**src/rtl/assert_macros.svh**
```systemverilog
// Assertion shorthands shared by the RTL. Clock and reset names follow the project ports.
`ifndef ASSERT_MACROS_SVH
`define ASSERT_MACROS_SVH

// Same-cycle implication, checked out of reset.
`define ASSERT_AT(label, ante, cons, msg) \
    label: assert property (@(posedge i_clk) disable iff (!i_rst_n) (ante) |-> (cons)) \
        else $error(msg);

// Next-cycle implication, checked out of reset.
`define ASSERT_NEXT(label, ante, cons, msg) \
    label: assert property (@(posedge i_clk) disable iff (!i_rst_n) (ante) |=> (cons)) \
        else $error(msg);

`endif

```
**src/rtl/pidvdt_pkg.sv**
```systemverilog
package pidvdt_pkg;

    localparam int DW            = 32;
    localparam int FRAC_BITS_DEF = 16;
    localparam int DT_W          = 10;
    localparam int QUO_W         = 33;
    localparam int LIM_W         = 31;
    localparam int CFG_IDX_W     = 3;

    localparam logic [DT_W-1:0] DT_DEFAULT = 10'd10;
    localparam logic [DT_W-1:0] DT_CAP     = 10'd1000;
    localparam logic [DT_W-1:0] MS_PER_S   = 10'd1000;

    localparam logic [DW-1:0]    S_MAX    = 32'h7FFF_FFFF;
    localparam logic [DW-1:0]    S_MIN    = 32'h8000_0000;
    localparam logic [LIM_W-1:0] ILIM_RST = 31'd131072;

    typedef enum logic [CFG_IDX_W-1:0] {
        CFG_GAIN_P    = 3'd0,
        CFG_GAIN_I    = 3'd1,
        CFG_GAIN_D    = 3'd2,
        CFG_SETPOINT  = 3'd3,
        CFG_DRIVE_MIN = 3'd4,
        CFG_DRIVE_MAX = 3'd5,
        CFG_ILIM      = 3'd6
    } t_cfg_idx;

    typedef enum logic [3:0] {
        S_IDLE,
        S_ERR,
        S_MUL_P,
        S_MUL_X,
        S_DIV_I,
        S_WAIT_I,
        S_MUL_I,
        S_MUL_D,
        S_SCALE1,
        S_SCALE2,
        S_DIV_D,
        S_WAIT_D,
        S_SUM
    } t_state;

    typedef struct packed {
        logic done;
        logic ovf;
    } t_div_stat;

    // Clamp a two-bit-grown signed value to the data range.
    function automatic logic signed [DW-1:0] sat_dw(input logic signed [DW+1:0] v);
        if (v > $signed({2'b00, S_MAX})) begin
            return S_MAX;
        end
        if (v < $signed({2'b11, S_MIN})) begin
            return S_MIN;
        end
        return v[DW-1:0];
    endfunction

    // Two's complement magnitude; the most negative code maps to 2^(DW-1).
    function automatic logic [DW-1:0] mag_dw(input logic [DW-1:0] v);
        return v[DW-1] ? (~v + 1'b1) : v;
    endfunction

    // Apply a sign to a magnitude, saturating to the data range.
    function automatic logic signed [DW-1:0] sat_mag(input logic [63:0] m, input logic neg);
        if (neg) begin
            if (m > 64'(S_MIN)) begin
                return S_MIN;
            end
            return ~m[DW-1:0] + 1'b1;
        end
        if (m > 64'(S_MAX)) begin
            return S_MAX;
        end
        return m[DW-1:0];
    endfunction

endpackage

```
**src/rtl/pidvdt_div.sv**
```systemverilog
module pidvdt_div #(
    parameter int NUM_W = 58,
    parameter int QUO_W = pidvdt_pkg::QUO_W,
    parameter int DEN_W = pidvdt_pkg::DT_W
) (
    input  logic                  i_clk,
    input  logic                  i_rst_n,
    input  logic                  i_start,
    input  logic [NUM_W-1:0]      i_num,
    input  logic [DEN_W-1:0]      i_den,
    output pidvdt_pkg::t_div_stat o_stat,
    output logic [QUO_W-1:0]      o_quo
);

    localparam int HI_W  = NUM_W - QUO_W;
    localparam int CNT_W = $clog2(QUO_W);

    logic             r_run;
    logic             r_done;
    logic             r_ovf;
    logic [CNT_W-1:0] r_cnt;
    logic [DEN_W-1:0] r_rem;
    logic [DEN_W-1:0] r_den;
    logic [QUO_W-1:0] r_quo;

    logic [HI_W-1:0]  w_hi;
    logic             w_ovf;
    logic [DEN_W:0]   w_trial;
    logic [DEN_W:0]   w_diff;
    logic             w_ge;

    // quotient would not fit in QUO_W bits when the top part reaches the divisor
    assign w_hi    = i_num[NUM_W-1:QUO_W];
    assign w_ovf   = (w_hi >= HI_W'(i_den));
    assign w_trial = {r_rem, r_quo[QUO_W-1]};
    assign w_diff  = w_trial - {1'b0, r_den};
    assign w_ge    = (w_trial >= {1'b0, r_den});

    always_ff @(posedge i_clk) begin
        if (!i_rst_n) begin
            r_run  <= 1'b0;
            r_done <= 1'b0;
            r_ovf  <= 1'b0;
            r_cnt  <= '0;
        end else begin
            r_done <= 1'b0;
            if (i_start) begin
                r_ovf  <= w_ovf;
                r_cnt  <= '0;
                r_run  <= !w_ovf;
                r_done <= w_ovf;
            end else if (r_run) begin
                r_cnt <= r_cnt + 1'b1;
                if (r_cnt == CNT_W'(QUO_W - 1)) begin
                    r_run  <= 1'b0;
                    r_done <= 1'b1;
                end
            end
        end
    end

    // restoring long division, one quotient bit per cycle
    always_ff @(posedge i_clk) begin
        if (i_start) begin
            r_rem <= w_hi[DEN_W-1:0];
            r_quo <= i_num[QUO_W-1:0];
            r_den <= i_den;
        end else if (r_run) begin
            r_rem <= w_ge ? w_diff[DEN_W-1:0] : w_trial[DEN_W-1:0];
            r_quo <= {r_quo[QUO_W-2:0], w_ge};
        end
    end

    assign o_stat.done = r_done;
    assign o_stat.ovf  = r_ovf;
    assign o_quo       = r_quo;

endmodule

```
**config.mk**
```make
export PLATFORM = sky130hd
export DESIGN_NAME = pidvdt_div
export DESIGN_NICKNAME = d
export VERILOG_FILES = /design/src/rtl/assert_macros.svh /design/src/rtl/pidvdt_pkg.sv /design/src/rtl/pidvdt_div.sv
export SDC_FILE = /design/constraint.sdc
export NUM_CORES = 1
export LEC_CHECK = 0
export ABC_CLOCK_PERIOD_IN_PS = 2300
export BUFFER_PORTS_ARGS = -buffer_cell sky130_fd_sc_hd__buf_2
export CORE_UTILIZATION = 45
export CTS_CLUSTER_SIZE = 8
export DETAILED_ROUTE_END_ITERATION = 10
export PLACE_DENSITY = 0.75
export SLEW_MARGIN = 10
export SYNTH_ARGS = -nofsm -noshare
export SYNTH_HDL_FRONTEND = slang
export SYNTH_SLANG_ARGS = --single-unit
```
**constraint.sdc**
```tcl
create_clock -name i_clk -period 2.3 [get_ports i_clk]
set_input_delay 0.115 -clock i_clk [delete_from_list [all_inputs] [get_ports i_clk]]
set_output_delay 0.115 -clock i_clk [all_outputs]
set_load 0.005 [all_outputs]
```
==> flow_summary.json <==
{
  "power_mw": 3.340,
  "grt_pass1_wl_um": 11390,
  "port_buffers": 105,
  "synth-main-ff-cell": "edfxtp_1",
  "hp-class": "in -> reg",
  "synth_fa_ha_area_share_pct": 8.780,
  "synthTopCellsByArea": "edfxtp_1 (47%), mux2_2 (11%), ha_1 (8.2%)",
  "p_leak_nw": 1.905,
  "drt-initial-drc-count": 127,
  "avgSynthCellArea_um2": 12.05,
  "fmax_mhz": 443.4,
  "ys_warn_count": 0,
  "tightest_slew_ns": 0.6057,
  "wl_per_cell_um": 14.92,
  "grt.busiest_layer": "met2",
  "rsz0062_at_grt": "true",
  "synthesis.area_um2": 3363,
  "grt_pass1_vias": 2493,
  "ant_nets": 0,
  "grt.met1_usage_pct": 25.28,
  "wirelength_um": 7593,
  "final-seq-area_um2": 1772,
  "worstReg2RegStart": "r_rem[5]",
  "grt_usage_pct": 19.50,
  "yosysUniqueCellTypes": 43,
  "final_nets": 499,
  "clk_pin_slew_ns": 0.08,
  "status": "completed",
  "io-pin-count": 106,
  "met3_usage_pct": 3.078,
  "synthMuxAreaShare_pct": 13.43,
  "maxCapViolations": 0,
  "grt_max_degree": 49,
  "synth-compound-area-share_pct": 9.561,
  "fin_crit_ns": 2.255,
  "vias": 2612,
  "drc": 0,
  "worstSetupPathType": "reg -> reg",
  "start_util_pct": 46.37,
  "grt_overflow": 0,
  "synth_top_family_by_area": "multiplexers",
  "clockRootBuffer": "clkbuf_8",
  "cp.required_ns": 2.37,
  "cts_buffer_depth": 2,
  "dieHeight_um": 88.45,
  "synth_fp_nets": 373,
  "cp.arrival_ns": 2.33,
  "htree_levels": 3,
  "ir_drop_v": 0.0004670,
  "clkLatencyLatePin_ns": 0.35,
  "yosysTopAreaCellShare_pct": 47.32,
  "startpoint": "r_rem[5]",
  "drive_above_1_share_pct": 43.41,
  "viasPerCell": 5.132,
  "hold_viol_final": 0,
  "die_w_um": 88.45,
  "final.period_utilization_pct": 98.06,
  "syn_to_final_growth_pct": 30.88,
  "diodes": 0,
  "core_area_um2": 7253,
  "crit_fanout": 7,
  "min_from": "i_start",
  "synth-seq-cells": 62,
  "synth_cells": 279,
  "ys_seq_area_share_pct": 52.68,
  "dr.pass1.iters": 5,
  "placed_cells": 480,
  "finClkSkew_ns": 0.01005,
  "detailed_place_hpwl_um": 5403,
  "synth-async-reset-ratio_pct": 0,
  "cp-end-kind": "register",
  "row_count": 31,
  "multiInputGateArea_um2": 1488,
  "nFillCells": 617,
  "use_met2_pct": 31.75,
  "synth_edf_count": 53,
  "synthSimpleGateAreaFrac_pct": 8.333,
  "finalNonFillerCells": 509,
  "cts_made_buffers": 9,
  "setup_viol": 0,
  "synth-xor-area-share_pct": 2.865,
  "cts_tree": "yes",
  "cp-start-kind": "register",
  "synth_top_area_cell": "edfxtp_1",
  "finalMaxSlewViolations": 0,
  "maxSlewHeadroom_pct": 59.62,
  "clkSinkCount": 62,
  "gp_congestion": 0.8807,
  "die_area_um2": 7823,
  "power_density_nw_per_um2": 758.7,
  "antenna_found_initial": 0
}
timing repair:
action                                  in CTS  in global routing
hold buffers                                10                  0
buffers inserted                             0                  3
endpoints found under the setup margin       2                 10
pin swaps                                    0                 10
hold endpoints to repair                    10                  0
resized for setup                            1                 10
registers in the layout, indices dropped and copies added, names as in the netlist:
signal / count
o_quo: 33
r_den: 10
r_rem: 10
r_cnt: 6
r_done: 1
r_ovf: 1
r_run: 1
report_power, final:
| part | internal (mW) | switching [mW] | total [mW] | leakage (nW) |
|---|---|---|---|---|
| registers | 1.36 | 0.0612 | 1.43 | 0.596 |
| logic | 0.427 | 0.413 | 0.840 | 1.21 |
| clock network | 0.611 | 0.464 | 1.07 | 0.102 |
| total | 2.40 | 0.938 | 3.34 | 1.91 |
layer usage:
layer | share of wire, % | wire length (µm)
met1 | 43 | 3272
met2 | 52 | 3933
met3 | 3.3 | 251
met4 | 1.8 | 136
met5 | 0 | 0
Yosys cell counts (all sizes together) (6+ instances only):
cell / n
dfxtp: 9
xor2: 6
a21oi: 17
edfxtp: 53
nand2: 13
mux2i: 8
o21ai: 11
ha: 22
mux2: 33
nor2: 20
clkbuf: 7
inv: 24
nor3: 8
layout by cell type (no fill, tap or decap), types with 2 or more instances in the layout:
cell type      instances
buf_2                105
edfxtp_1              53
mux2_2                33
inv_1                 24
nor2_1                20
ha_1                  18
a21oi_1               15
nand2_1               13
dlygate4sd3_1         10
o21ai_0                9
clkbuf_8               9
buf_4                  9
dfxtp_1                9
mux2i_1                8
nor3_1                 7
xor2_1                 6
xnor2_1                5
nand4_1                4
a21o_1                 3
a211o_1                3
a31oi_1                3
nor4_1                 3
ha_2                   3
clkinvlp_4             3
nand2b_1               2
o211ai_1               2
a21oi_2                2
and3_1                 2
a21boi_0               2
bufinv_16              2
path summary, 6_finish.rpt:
path / to / cells past startpoint / slack [ns]
hold reg to reg: r_cnt[5] / 2 / 0.50
setup reg to reg: r_rem[1] / 8 / 0.04
hold / removal: r_den[9] / 1 / 0.06
setup / recovery: r_rem[1] / 8 / 0.04
critical path, stage by stage (launching register included):
cell,delay [ns]
edfxtp_1,0.44
ha_4,0.29
a21o_1,0.20
a211o_1,0.28
o21ai_2,0.18
a41oi_2,0.15
buf_6,0.19
mux2i_1,0.16
o21ai_0,0.10
stage by stage:
stage / setup WS, ns / TNS (ns) / utilization, % / hold WS (ns) / area (µm²)
2_1_floorplan: 0.1055 / 0 / - / 0.2139 / 3363
3_3_place_gp: 0.008484 / 0 / 55.32 / 0.3099 / 4013
3_5_place_dp: -0.04659 / -0.04659 / 55.32 / 0.3073 / 4013
4_1_cts: 0.0004208 / 0 / 59.81 / 0.04133 / 4338
5_1_grt: -0.06131 / -0.1548 / 60.69 / 0.05807 / 4402
6_report: 0.04452 / 0 / 60.69 / 0.05645 / 4402
final cells by class:
class                           instances  area share (%)
Sequential cell                        62           40.25
Multi-Input combinational cell        182           33.80
Timing Repair Buffer                  125           16.00
Clock buffer                            9           2.814
Tap cell                               99           2.814
Clock inverter                          7           2.189
Inverter                               25           2.132
kinds of logic (layout without fill, tap and decap cells):
logic type      after synthesis  count (layout)
flops                        62              62
simple gates                 58              58
compound gates               49              49
mux                          41              41
buf+inv                      35             166
fa+ha+maj                    23              23
xor+xnor                     11              11
(Power assumes the default switching activity.)
